==> config.mk <==
export PLATFORM = sky130hd
export DESIGN_NAME = knock_sequence_detector_top
export DESIGN_NICKNAME = d
export VERILOG_FILES = /design/src/design/ksd_pkg.sv /design/src/design/ksd_csr.sv /design/src/design/ksd_front.sv /design/src/design/ksd_queue.sv /design/src/design/ksd_back.sv /design/src/design/knock_sequence_detector_top.sv
export SDC_FILE = /design/constraint.sdc
export NUM_CORES = 1
export LEC_CHECK = 0
export ABC_AREA = 1
export BUFFER_PORTS_ARGS = -buffer_cell sky130_fd_sc_hd__buf_2
export CAP_MARGIN = 5
export CORE_ASPECT_RATIO = 0.9
export CORE_MARGIN = 1.5
export CORE_UTILIZATION = 40
export CTS_CLUSTER_DIAMETER = 120
export DETAILED_ROUTE_END_ITERATION = 8
export MAX_ROUTING_LAYER = met4
export PLACE_DENSITY_LB_ADDON = 0.05
export SKIP_LAST_GASP = 1
export SYNTH_ARGS = -nofsm -noshare
export SYNTH_HDL_FRONTEND = slang
export SYNTH_SLANG_ARGS = --single-unit
==> constraint.sdc <==
create_clock -name clock -period 6.7 [get_ports clock]
set_input_delay 1.005 -clock clock [delete_from_list [all_inputs] [get_ports clock]]
set_output_delay 1.005 -clock clock [all_outputs]
set_load 0.05 [all_outputs]
==> src/design/ksd_pkg.sv <==
// Shared constants and types of the knock sequence detector.
`default_nettype none

package ksd_pkg;

   // Number of knock port registers and the longest sequence the design supports.
   localparam int PORT_REGS   = 4;
   localparam int MAX_SEQ     = 4;
   localparam int PORT_IDX_W  = $clog2(PORT_REGS);
   localparam int SEQ_LIMIT   = (MAX_SEQ < PORT_REGS) ? ((MAX_SEQ < 1) ? 1 : MAX_SEQ) : PORT_REGS;
   localparam logic [2:0] SEQ_LIMIT_W = 3'(SEQ_LIMIT);

   // Default depth of the queue between front and back.
   localparam int QUEUE_DEPTH = 2;

   // Register indexes of the configuration port.
   localparam logic [2:0] REG_KNOCK_PORT_0 = 3'd0;
   localparam logic [2:0] REG_KNOCK_PORT_1 = 3'd1;
   localparam logic [2:0] REG_KNOCK_PORT_2 = 3'd2;
   localparam logic [2:0] REG_KNOCK_PORT_3 = 3'd3;
   localparam logic [2:0] REG_SEQ_LENGTH   = 3'd4;
   localparam logic [2:0] REG_WINDOW       = 3'd5;

   // Reset values of the configuration registers.
   localparam logic [15:0] RST_KNOCK_PORT_0 = 16'd4572;
   localparam logic [15:0] RST_KNOCK_PORT_1 = 16'd1337;
   localparam logic [15:0] RST_KNOCK_PORT_2 = 16'd8928;
   localparam logic [15:0] RST_KNOCK_PORT_3 = 16'd29430;
   localparam logic [2:0]  RST_SEQ_LENGTH   = 3'd4;
   localparam logic [15:0] RST_WINDOW       = 16'd10;

   typedef struct packed {
      logic [PORT_REGS-1:0][15:0] knock_port;
      logic [2:0]                 seq_length;
      logic [15:0]                window_seconds;
   } cfg_type;

   // One classified packet as it waits in the queue.
   typedef struct packed {
      logic [31:0]          source_ip;
      logic [15:0]          dest_port;
      logic [31:0]          now_seconds;
      logic                 has_source;
      logic [PORT_REGS-1:0] port_match;
   } item_type;

endpackage

`default_nettype wire

==> src/design/ksd_csr.sv <==
// Configuration registers of the knock sequence detector.
`default_nettype none

module ksd_csr
   import ksd_pkg::*;
(
   input  wire logic        clock,
   input  wire logic        reset,
   input  wire logic        wr_en,
   input  wire logic [2:0]  wr_index,
   input  wire logic [15:0] wr_data,
   output      cfg_type     cfg
);

   cfg_type cfg_ff;

   always_ff @(posedge clock) begin
      if (reset) begin
         cfg_ff.knock_port[0]  <= RST_KNOCK_PORT_0;
         cfg_ff.knock_port[1]  <= RST_KNOCK_PORT_1;
         cfg_ff.knock_port[2]  <= RST_KNOCK_PORT_2;
         cfg_ff.knock_port[3]  <= RST_KNOCK_PORT_3;
         cfg_ff.seq_length     <= RST_SEQ_LENGTH;
         cfg_ff.window_seconds <= RST_WINDOW;
      end else if (wr_en) begin
         unique case (wr_index)
            REG_KNOCK_PORT_0: cfg_ff.knock_port[0] <= wr_data;
            REG_KNOCK_PORT_1: cfg_ff.knock_port[1] <= wr_data;
            REG_KNOCK_PORT_2: cfg_ff.knock_port[2] <= wr_data;
            REG_KNOCK_PORT_3: cfg_ff.knock_port[3] <= wr_data;
            REG_SEQ_LENGTH:   cfg_ff.seq_length <= wr_data[2:0];
            REG_WINDOW:       cfg_ff.window_seconds <= wr_data;
            default: begin
               // Writes to unused indexes are dropped.
            end
         endcase
      end
   end

   assign cfg = cfg_ff;

endmodule

`default_nettype wire

==> src/design/ksd_front.sv <==
// Front end: classifies each packet against the knock ports before it is queued.
`default_nettype none

module ksd_front
   import ksd_pkg::*;
(
   input  wire logic [31:0] source_ip,
   input  wire logic [15:0] dest_port,
   input  wire logic [31:0] now_seconds,
   input  wire cfg_type     cfg,
   output      item_type    item
);

   logic [PORT_REGS-1:0] match;

   // Port compares do not depend on detector state, so they are done here.
   always_comb begin
      for (int i = 0; i < PORT_REGS; i++) begin
         match[i] = (dest_port == cfg.knock_port[i]);
      end
   end

   always_comb begin
      item.source_ip   = source_ip;
      item.dest_port   = dest_port;
      item.now_seconds = now_seconds;
      item.has_source  = (source_ip != 32'd0);
      item.port_match  = match;
   end

endmodule

`default_nettype wire

==> src/design/ksd_queue.sv <==
// Small FIFO that decouples the front end from the state update.
`default_nettype none

module ksd_queue
   import ksd_pkg::*;
#(
   parameter int DEPTH = QUEUE_DEPTH
) (
   input  wire logic     clock,
   input  wire logic     reset,
   input  wire logic     push,
   input  wire item_type push_item,
   output      logic     full,
   input  wire logic     pop,
   output      logic     not_empty,
   output      item_type pop_item
);

   localparam int PTR_W = (DEPTH > 1) ? $clog2(DEPTH) : 1;
   localparam int CNT_W = $clog2(DEPTH + 1);
   localparam logic [PTR_W-1:0] LAST_PTR = PTR_W'(DEPTH - 1);
   localparam logic [CNT_W-1:0] FULL_CNT = CNT_W'(DEPTH);

   item_type         mem_ff [DEPTH];
   logic [PTR_W-1:0] wr_ptr_ff, wr_ptr_in;
   logic [PTR_W-1:0] rd_ptr_ff, rd_ptr_in;
   logic [CNT_W-1:0] count_ff, count_in;

   always_comb begin
      wr_ptr_in = wr_ptr_ff;
      rd_ptr_in = rd_ptr_ff;
      count_in  = count_ff;
      if (push) begin
         wr_ptr_in = (wr_ptr_ff == LAST_PTR) ? '0 : wr_ptr_ff + 1'b1;
      end
      if (pop) begin
         rd_ptr_in = (rd_ptr_ff == LAST_PTR) ? '0 : rd_ptr_ff + 1'b1;
      end
      if (push && !pop) begin
         count_in = count_ff + 1'b1;
      end else if (pop && !push) begin
         count_in = count_ff - 1'b1;
      end
   end

   always_ff @(posedge clock) begin
      if (reset) begin
         wr_ptr_ff <= '0;
         rd_ptr_ff <= '0;
         count_ff  <= '0;
      end else begin
         wr_ptr_ff <= wr_ptr_in;
         rd_ptr_ff <= rd_ptr_in;
         count_ff  <= count_in;
      end
   end

   always_ff @(posedge clock) begin
      if (push) begin
         mem_ff[wr_ptr_ff] <= push_item;
      end
   end

   assign full      = (count_ff == FULL_CNT);
   assign not_empty = (count_ff != '0);
   assign pop_item  = mem_ff[rd_ptr_ff];

endmodule

`default_nettype wire

==> src/design/ksd_back.sv <==
// Back end: tracked-source state update and the registered result stage.
`default_nettype none

module ksd_back
   import ksd_pkg::*;
(
   input  wire logic        clock,
   input  wire logic        reset,
   input  wire cfg_type     cfg,
   input  wire logic        q_valid,
   input  wire item_type    q_item,
   output      logic        q_pop,
   output      logic        rsp_valid,
   input  wire logic        rsp_stall,
   output      logic        rsp_grant,
   output      logic [31:0] rsp_grant_ip,
   output      logic [15:0] rsp_grant_port,
   output      logic        rsp_timed_out,
   output      logic [2:0]  rsp_progress
);

   logic [31:0] tracked_ff, tracked_in;
   logic [2:0]  hit_ff, hit_in;
   logic [31:0] last_ff, last_in;

   logic        rsp_valid_ff;
   logic        grant_ff, grant_in;
   logic [31:0] grant_ip_ff, grant_ip_in;
   logic [15:0] grant_port_ff, grant_port_in;
   logic        timed_out_ff, timed_out_in;
   logic [2:0]  progress_ff;

   logic [2:0]  seq_len;
   logic        lock;
   logic [31:0] trk;
   logic        under;
   logic        port_ok;
   logic        hit_ok;
   logic [31:0] gap;
   logic        expired;

   // The result register frees up whenever it is empty or being taken.
   assign q_pop = q_valid && (!rsp_valid_ff || !rsp_stall);

   always_comb begin
      priority if (cfg.seq_length == 3'd0) begin
         seq_len = 3'd1;
      end else if (cfg.seq_length > SEQ_LIMIT_W) begin
         seq_len = SEQ_LIMIT_W;
      end else begin
         seq_len = cfg.seq_length;
      end
   end

   always_comb begin
      lock    = (tracked_ff == 32'd0) && q_item.port_match[0];
      trk     = lock ? q_item.source_ip : tracked_ff;
      under   = (hit_ff < seq_len);
      port_ok = under ? q_item.port_match[hit_ff[PORT_IDX_W-1:0]] : 1'b1;
      hit_ok  = q_item.has_source && (q_item.source_ip == trk) && port_ok;
      gap     = q_item.now_seconds - last_ff;
      expired = (hit_ff != 3'd0) && (gap > {16'd0, cfg.window_seconds});

      tracked_in    = tracked_ff;
      hit_in        = hit_ff;
      last_in       = last_ff;
      grant_in      = 1'b0;
      grant_ip_in   = 32'd0;
      grant_port_in = 16'd0;
      timed_out_in  = 1'b0;

      if (q_item.has_source) begin
         tracked_in = trk;
         if (hit_ok) begin
            priority if (expired) begin
               tracked_in   = 32'd0;
               hit_in       = 3'd0;
               last_in      = 32'd0;
               timed_out_in = 1'b1;
            end else if (under) begin
               last_in = q_item.now_seconds;
               hit_in  = hit_ff + 3'd1;
            end else begin
               grant_in      = 1'b1;
               grant_ip_in   = trk;
               grant_port_in = q_item.dest_port;
               tracked_in    = 32'd0;
               hit_in        = 3'd0;
               last_in       = 32'd0;
            end
         end
      end
   end

   always_ff @(posedge clock) begin
      if (reset) begin
         tracked_ff   <= 32'd0;
         hit_ff       <= 3'd0;
         last_ff      <= 32'd0;
         rsp_valid_ff <= 1'b0;
      end else begin
         if (q_pop) begin
            tracked_ff <= tracked_in;
            hit_ff     <= hit_in;
            last_ff    <= last_in;
         end
         if (q_pop) begin
            rsp_valid_ff <= 1'b1;
         end else if (!rsp_stall) begin
            rsp_valid_ff <= 1'b0;
         end
      end
   end

   always_ff @(posedge clock) begin
      if (q_pop) begin
         grant_ff      <= grant_in;
         grant_ip_ff   <= grant_ip_in;
         grant_port_ff <= grant_port_in;
         timed_out_ff  <= timed_out_in;
         progress_ff   <= hit_in;
      end
   end

   assign rsp_valid      = rsp_valid_ff;
   assign rsp_grant      = grant_ff;
   assign rsp_grant_ip   = grant_ip_ff;
   assign rsp_grant_port = grant_port_ff;
   assign rsp_timed_out  = timed_out_ff;
   assign rsp_progress   = progress_ff;

`ifndef ASSERT_OFF
   a_hit_in_range: assert property (@(posedge clock) disable iff (reset)
      hit_ff <= SEQ_LIMIT_W)
      else $error("knock count beyond the sequence limit");

   a_hit_needs_source: assert property (@(posedge clock) disable iff (reset)
      (hit_ff != 3'd0) |-> (tracked_ff != 32'd0))
      else $error("knock progress without a tracked source");

   a_grant_or_timeout: assert property (@(posedge clock) disable iff (reset)
      rsp_valid_ff |-> !(grant_ff && timed_out_ff))
      else $error("grant and timeout reported together");

   a_grant_clears: assert property (@(posedge clock) disable iff (reset)
      (q_pop && grant_in) |=> (hit_ff == 3'd0 && tracked_ff == 32'd0 && progress_ff == 3'd0))
      else $error("grant did not clear progress");
`endif

endmodule

`default_nettype wire

==> src/design/knock_sequence_detector_top.sv <==
// Top level of the knock sequence detector: front end, queue, state update, registers.
// A packet passes through the queue and then the registered result stage before its result is offered.
// Throughput: one packet per cycle while the result channel does not stall; the state update in the back end sets it.
// Reset (synchronous, active high) empties the queue and result stage, forgets the tracked
// source and its progress, and loads the default knock ports, length and window.
`default_nettype none

module knock_sequence_detector_top
   import ksd_pkg::*;
#(
   parameter int QUEUE_DEPTH_P = QUEUE_DEPTH
) (
   input  wire logic        clock,
   input  wire logic        reset,

   // Packet input channel.
   input  wire logic        req_valid,
   output      logic        req_stall,
   input  wire logic [31:0] req_source_ip,
   input  wire logic [15:0] req_dest_port,
   input  wire logic [31:0] req_now_seconds,

   // Result channel, one result per packet.
   output      logic        rsp_valid,
   input  wire logic        rsp_stall,
   output      logic        rsp_grant,
   output      logic [31:0] rsp_grant_ip,
   output      logic [15:0] rsp_grant_port,
   output      logic        rsp_timed_out,
   output      logic [2:0]  rsp_progress,

   // Configuration write channel.
   input  wire logic        csr_valid,
   output      logic        csr_ready,
   input  wire logic [2:0]  csr_index,
   input  wire logic [15:0] csr_wdata
);

   cfg_type  cfg;
   item_type front_item;
   item_type q_item;
   logic     q_full;
   logic     q_valid;
   logic     q_pop;
   logic     req_xfer;

   // Registers can always take a write; software is to write only while idle, which the block does not enforce.
   assign csr_ready = 1'b1;

   ksd_csr u_csr (
      .clock    (clock),
      .reset    (reset),
      .wr_en    (csr_valid && csr_ready),
      .wr_index (csr_index),
      .wr_data  (csr_wdata),
      .cfg      (cfg)
   );

   // The front end compares the destination port with every knock port, so the back end
   // only has to pick the compare that matches its current progress.
   ksd_front u_front (
      .source_ip   (req_source_ip),
      .dest_port   (req_dest_port),
      .now_seconds (req_now_seconds),
      .cfg         (cfg),
      .item        (front_item)
   );

   // A packet transfer happens whenever the queue has room, independent of whether the
   // result stage is currently stalled.
   assign req_stall = q_full;
   assign req_xfer  = req_valid && !req_stall;

   ksd_queue #(
      .DEPTH (QUEUE_DEPTH_P)
   ) u_queue (
      .clock     (clock),
      .reset     (reset),
      .push      (req_xfer),
      .push_item (front_item),
      .full      (q_full),
      .pop       (q_pop),
      .not_empty (q_valid),
      .pop_item  (q_item)
   );

   // The back end updates the tracked source, knock count and last hit time and writes the
   // result into its output register, which it refills on the same cycle the previous result
   // is taken.
   ksd_back u_back (
      .clock          (clock),
      .reset          (reset),
      .cfg            (cfg),
      .q_valid        (q_valid),
      .q_item         (q_item),
      .q_pop          (q_pop),
      .rsp_valid      (rsp_valid),
      .rsp_stall      (rsp_stall),
      .rsp_grant      (rsp_grant),
      .rsp_grant_ip   (rsp_grant_ip),
      .rsp_grant_port (rsp_grant_port),
      .rsp_timed_out  (rsp_timed_out),
      .rsp_progress   (rsp_progress)
   );

endmodule

`default_nettype wire
; ---- Word level (Yosys, flattened, before mapping)
; Memories as Yosys holds them, arrays and structs flattened. A register that Yosys moved wholly into a read port is not among the register bits.
; Cells that the tools add are included.
[op_classes]
add_sub_neg = 6
n_lt_le_gt_ge = 4
eq_ne = 12
n_mux = 27
bitwise_logic = 2
reduce_logical = 32
[op_table]
columns = op, count
row1 = 32-bit two-way mux, 6
row2 = 16-bit equality test, 4
row3 = 32-bit equality test, 1
row4 = 32-bit by 16-bit greater-than comparator with 1-bit output, 1
row5 = 32-bit zero test, 1
row6 = 32-bit nonzero test, 1
row7 = 32-bit subtractor, 1
row8 = 3-bit two-way mux, 6
row9 = 2-bit AND reduction, 8
row10 = 1-bit two-way mux, 12
row11 = 1-bit logical AND, 8
row12 = "3-bit by 2-bit equality test with 1-bit output, second input constant", 2
row13 = "3-bit equality test, second input constant", 2
row14 = 3-bit zero test, 2
row15 = 1-bit zero test, 5
row16 = 2-bit two-way mux, 2
row17 = 2-bit nonzero test, 2
row18 = 4-bit OR reduction, 1
row19 = "3-bit by 1-bit adder with 3-bit output, second input constant", 1
row20 = "3-bit by 1-bit equality test with 1-bit output, second input constant", 1
row21 = "3-bit greater-than comparator, second input constant", 1
row22 = "2-bit by 3-bit < comparator with 1-bit output, second input constant", 1
row23 = 3-bit < comparator, 1
row24 = 3-bit AND reduction, 1
row25 = 10 further kinds, 12
[totals]
regBits = 208
ramBits = 170
out_inout_bits = 56
wordCells = 102
memories = 1
[memory_table]
columns = memory, words, width, rd, rd_clocked_by_memory_dff, wr, line_no
row1 = u_queue.mem_ff, 2, 85, 1, 1, 1, ksd_queue.sv:24  ; item_type mem_ff [DEPTH];

; ---- Logic depth before layout (Yosys ltp)
[depth]
word_depth = 8
mapped_depth = 37
mapped_depth_nobuf = 32

; ---- Hierarchy
; A second synthesis with hierarchy kept.
[hier_totals]
cells_unflattened = 2482
hier_area_um2 = 20459.6
[by_module_without_submodules]
columns = mod, n_inst, cells_each, area_per_inst_um2
row1 = ksd_back, 1, 1427, 9096.2
row2 = ksd_queue, 1, 297, 6367.4
row3 = ksd_csr, 1, 451, 3249.4
row4 = ksd_front, 1, 303, 1725.4
row5 = knock_sequence_detector_top, 1, 4, 21.3

; ---- Least setup slack after synthesis
; OpenSTA, ideal clock, no wires.
[synth_timing]
path_type = in2reg
from = in req_valid
to = mem u_queue.mem_ff[1][0] (netlist name), enable pin
setup_time_ns = 0.531
arrival_time_ns = 4.712
t_required_ns = 6.169
path_slack_ns = 1.458
stages = 2
n_path_buf = 0
path_cell_list = o21ai_0 -> nor2_1
[synth_between]
elab_chain_cells = 3
[synth_rtl]
columns = element, line_no
row1 = start: declaration, knock_sequence_detector_top.sv:17  ; input wire logic req_valid,
row2 = 1-bit logical AND, knock_sequence_detector_top.sv:72  ; assign req_xfer = req_valid && !req_stall;
row3 = 1-bit two-way mux, ksd_queue.sv:59  ; if (push) begin
row4 = 1-bit two-way mux (not written as such), ksd_queue.sv:60  ; mem_ff[wr_ptr_ff] <= push_item;
row5 = end: declaration, ksd_queue.sv:24
; Every way passes these cells.

==> results by group <==
Logic synthesis
  • Seq/Total Area, Yosys: 0.515
  • Avg Cell Area, Syn: 8.14 um^2
  • Synth unique cells: 50
  • Ys flop type: edfxtp_1
  • Synth area leader: edfxtp_1
  • Post-synth EDFFs: 223
  • Yosys warns: 0
  • Top-area cell type share of the netlist area: 0.351
  • Synthesized Nets: ~2,500
  • Asr flop ratio synth: 0
  • Synth Instances: approximately 2,300
  • Synth Register Bits: 379
  • Mapped cell area: 0.0191 mm^2
  • Synth top area cells: edfxtp_1 (35%), dfxtp_1 (16%), nand2_1 (14%), inv_1 (5.1%), nor2_1 (5.0%)

Clock network
  • Clk slew on worst S/H paths: approximately 0.060 ns
  • Worst skew pair latency: ~0.58 ns
  • CTS H-tree lvls: 2
  • Post-CTS Setup Inserts: 0
  • Num CTS Buffers: 42
  • Post-CTS Hold Fix Bufs: 0
  • Clock Sinks: 379
  • Clock root buffer: clkbuf_16
  • CTS tree: yes
  • Worst-case clock buffer depth: 3
  • CTS resizes: 0

Critical path
  • Critical path class: flop to flop
  • R2R setup slack: ~1.2 ns
  • Arrival time worst endpoint: 5.97 ns
  • Top cell by count, worst path: nand2_1
  • Crit path largest cell delay: roughly 0.75 ns
  • CP required: 7.19 ns
  • Buf+Inv Stages, Crit Path: 2
  • Crit-path leading delay family: simple AND/OR/NAND/NOR gates
  • Critical path startpoint category: flop
  • CP max FO: 50
  • Slowest CP cell: dfxtp_4
  • Crit. End Element: flop

Global routing
  • Grt met3 use: 0.0352
  • GRT met1 Usage: 0.333
  • Grt peak-use layer: met2
  • GR Overflow Total: 0
  • First-pass GRT wire length: 84.4 mm
  • GRT met2 Usage: 0.341
  • Vias in the first global route: 14,876
  • All-Layer GR Usage: 0.231
  • Pin count of the biggest net entering global routing: 89
  • Initial antenna violation count: 1

Timing
  • Max-slew headroom: 0.325
  • Final hold slack: 0.436 ns
  • Post-layout minimum cycle time: 5.47 ns
  • Final Slew Violations: 0
  • Tcrit/Tclk final: 0.817
  • RSZ-0062 raised after global routing: no
  • Final Skew: around 0.015 ns
  • Max Clk Rate: approximately 0.18 GHz
  • TNS Setup: 0 ns
  • Final hold viol count: 0
  • Final setup fails: 0
  • Worst Tran Pin Value: 1.01 ns

Power and ir drop
  • Static Leak: approximately 9.4 nW
  • Peak VDD IR: 0.492 mV
  • Clock Power Share: 0.198
  • Combinational power share: 0.513
  • Net switching power: 5.38 mW
  • Int Power: 5.75 mW
  • Sequential share of power: 0.289
  • Sw Share: 0.483
  • Power Density: 514 mW/mm^2

Placed design
  • Routability cong.: 0.893
  • Placed insts: roughly 3,100
  • Placed cell area: about 0.020 mm^2
  • PortBufs: 158
  • Detailed Place HPWL: 38.4 mm

Die
  • Die area: 0.0490 mm^2
  • Io pins: 160
  • Initial Utilization: 0.407
  • Core region area: between 0.04 and 0.05 mm^2
  • Die W: 233 um
  • DIE HEIGHT: approximately 210 um
  • Rows: 75

Job
  • Number of max-cap violations: 0

Route
  • DR pass1 iterations: 5
  • DRC viols: 0
  • Via/cell ratio: 5.00
  • Routed len/inst: roughly 17 um
  • Vias: 15,640
  • Routed WL: 54.6 mm
  • DRT iter0 DRCs: 1,087
  • Post-route ant nets: 0

Layout
  • Total Nets Final: ~2,600
  • Layout cells sized above 1: 0.112
  • Layout Area Growth over Synthesis: 13.6%
  • Final instance area: about 0.022 mm^2
  • Final std cells w/o fill: 3,128
  • Final core occ: 0.463
  • Antenna cells: 0

Min path
  • Class of the worst hold path: flop to flop

Run status
  • Status: finished, final reports clean
-- layout by cell type, fill, tap and decap left out, types with 43 or more instances in the layout --
cell,instances
o21ai_0,80
edfxtp_1,223
nand3_1,171
inv_1,258
nor2_1,252
a21oi_1,146
ha_1,54
clkbuf_16,43
buf_2,158
dfxtp_1,155
nand2_1,692
xnor2_1,56
-- flip-flops by register name, summed over array words and instances (netlist names), named ones only --
signal                 flops
u_back.tracked_ff         32
u_queue.wr_ptr_ff          1
u_queue.rd_ptr_ff          1
u_queue.count_ff           2
u_back.last_ff            32
u_queue.mem_ff           170
u_back.rsp_valid           1
u_back.rsp_grant_ip       32
u_csr.cfg                 83
u_back.rsp_grant           1
u_back.rsp_grant_port     16
u_back.rsp_timed_out       1
u_back.rsp_progress        3
u_back.hit_ff              3
-- layer usage --
metal  wire length (um)  vias to the layer above  share of wire
met3               2740                       71          0.050
li1                   -                     7837              -
met5                  0                        -              0
met2              23800                      386           0.44
met1              27000                     7346           0.49
met4               1050                        0          0.019
-- worst paths after layout --
path	from	endpoint	cells after the start
min reg2reg	u_queue.rd_ptr_ff	flop	1
max	flop	u_back.tracked_ff[4]	28
min	u_queue.rd_ptr_ff	flop	1
max reg2reg	flop	u_back.tracked_ff[4]	28
-- Yosys cell counts (10+ instances only) --
master / instances
nor2_1: 254
o21ai_0: 80
edfxtp_1: 223
buf_2: 19
a21oi_1: 146
dfxtp_1: 156
nand3_1: 171
nand4_1: 27
xnor2_1: 56
nor4_1: 12
nor3_1: 12
clkbuf_1: 54
inv_1: 259
inv_2: 10
nand2_1: 692
ha_1: 54
xor2_1: 15
-- metrics by stage --
stage                     setup WS (ns)  power (mW)
after floorplan                    1.46        7.36
after global placement             1.13        8.93
after detailed placement           1.08        8.96
after CTS                          1.05        11.2
after global routing              0.496        12.0
final                              1.23        11.1
-- kinds of logic after synthesis --
group / count (synthesis) / share of synthesized area
other: 1 / 0.000197
and+or+nand+nor: 1222 / 0.269
muxes: 2 / 0.00105
xor gates and xnor gates: 71 / 0.0326
adders and majority gates: 55 / 0.0365
AOI/OAI and AO/OA: 255 / 0.0698
buffers and inverters: 359 / 0.0758
DFF: 379 / 0.515
-- power by group through the flow --
stage / clock [mW] / sequential [mW] / combinational (mW)
6_report: 2.20 / 3.22 / 5.72
5_1_grt: 2.34 / 3.27 / 6.39
4_1_cts: 2.25 / 3.22 / 5.72
3_5_place_dp: 0 / 3.27 / 5.69
3_3_place_gp: 0 / 3.26 / 5.67
2_1_floorplan: 0 / 3.62 / 3.74
-- area by class of cell --
cell class              count  area, um^2
flip-flops and latches    379        9820
clock inverters            16         128
clock buffers              62        1160
repair buffers            178         941
well taps                 616         771
fillers                  4666       25200
multi-input cells        1606        7820
inverters                 271        1020
(Power assumes the default switching activity.)
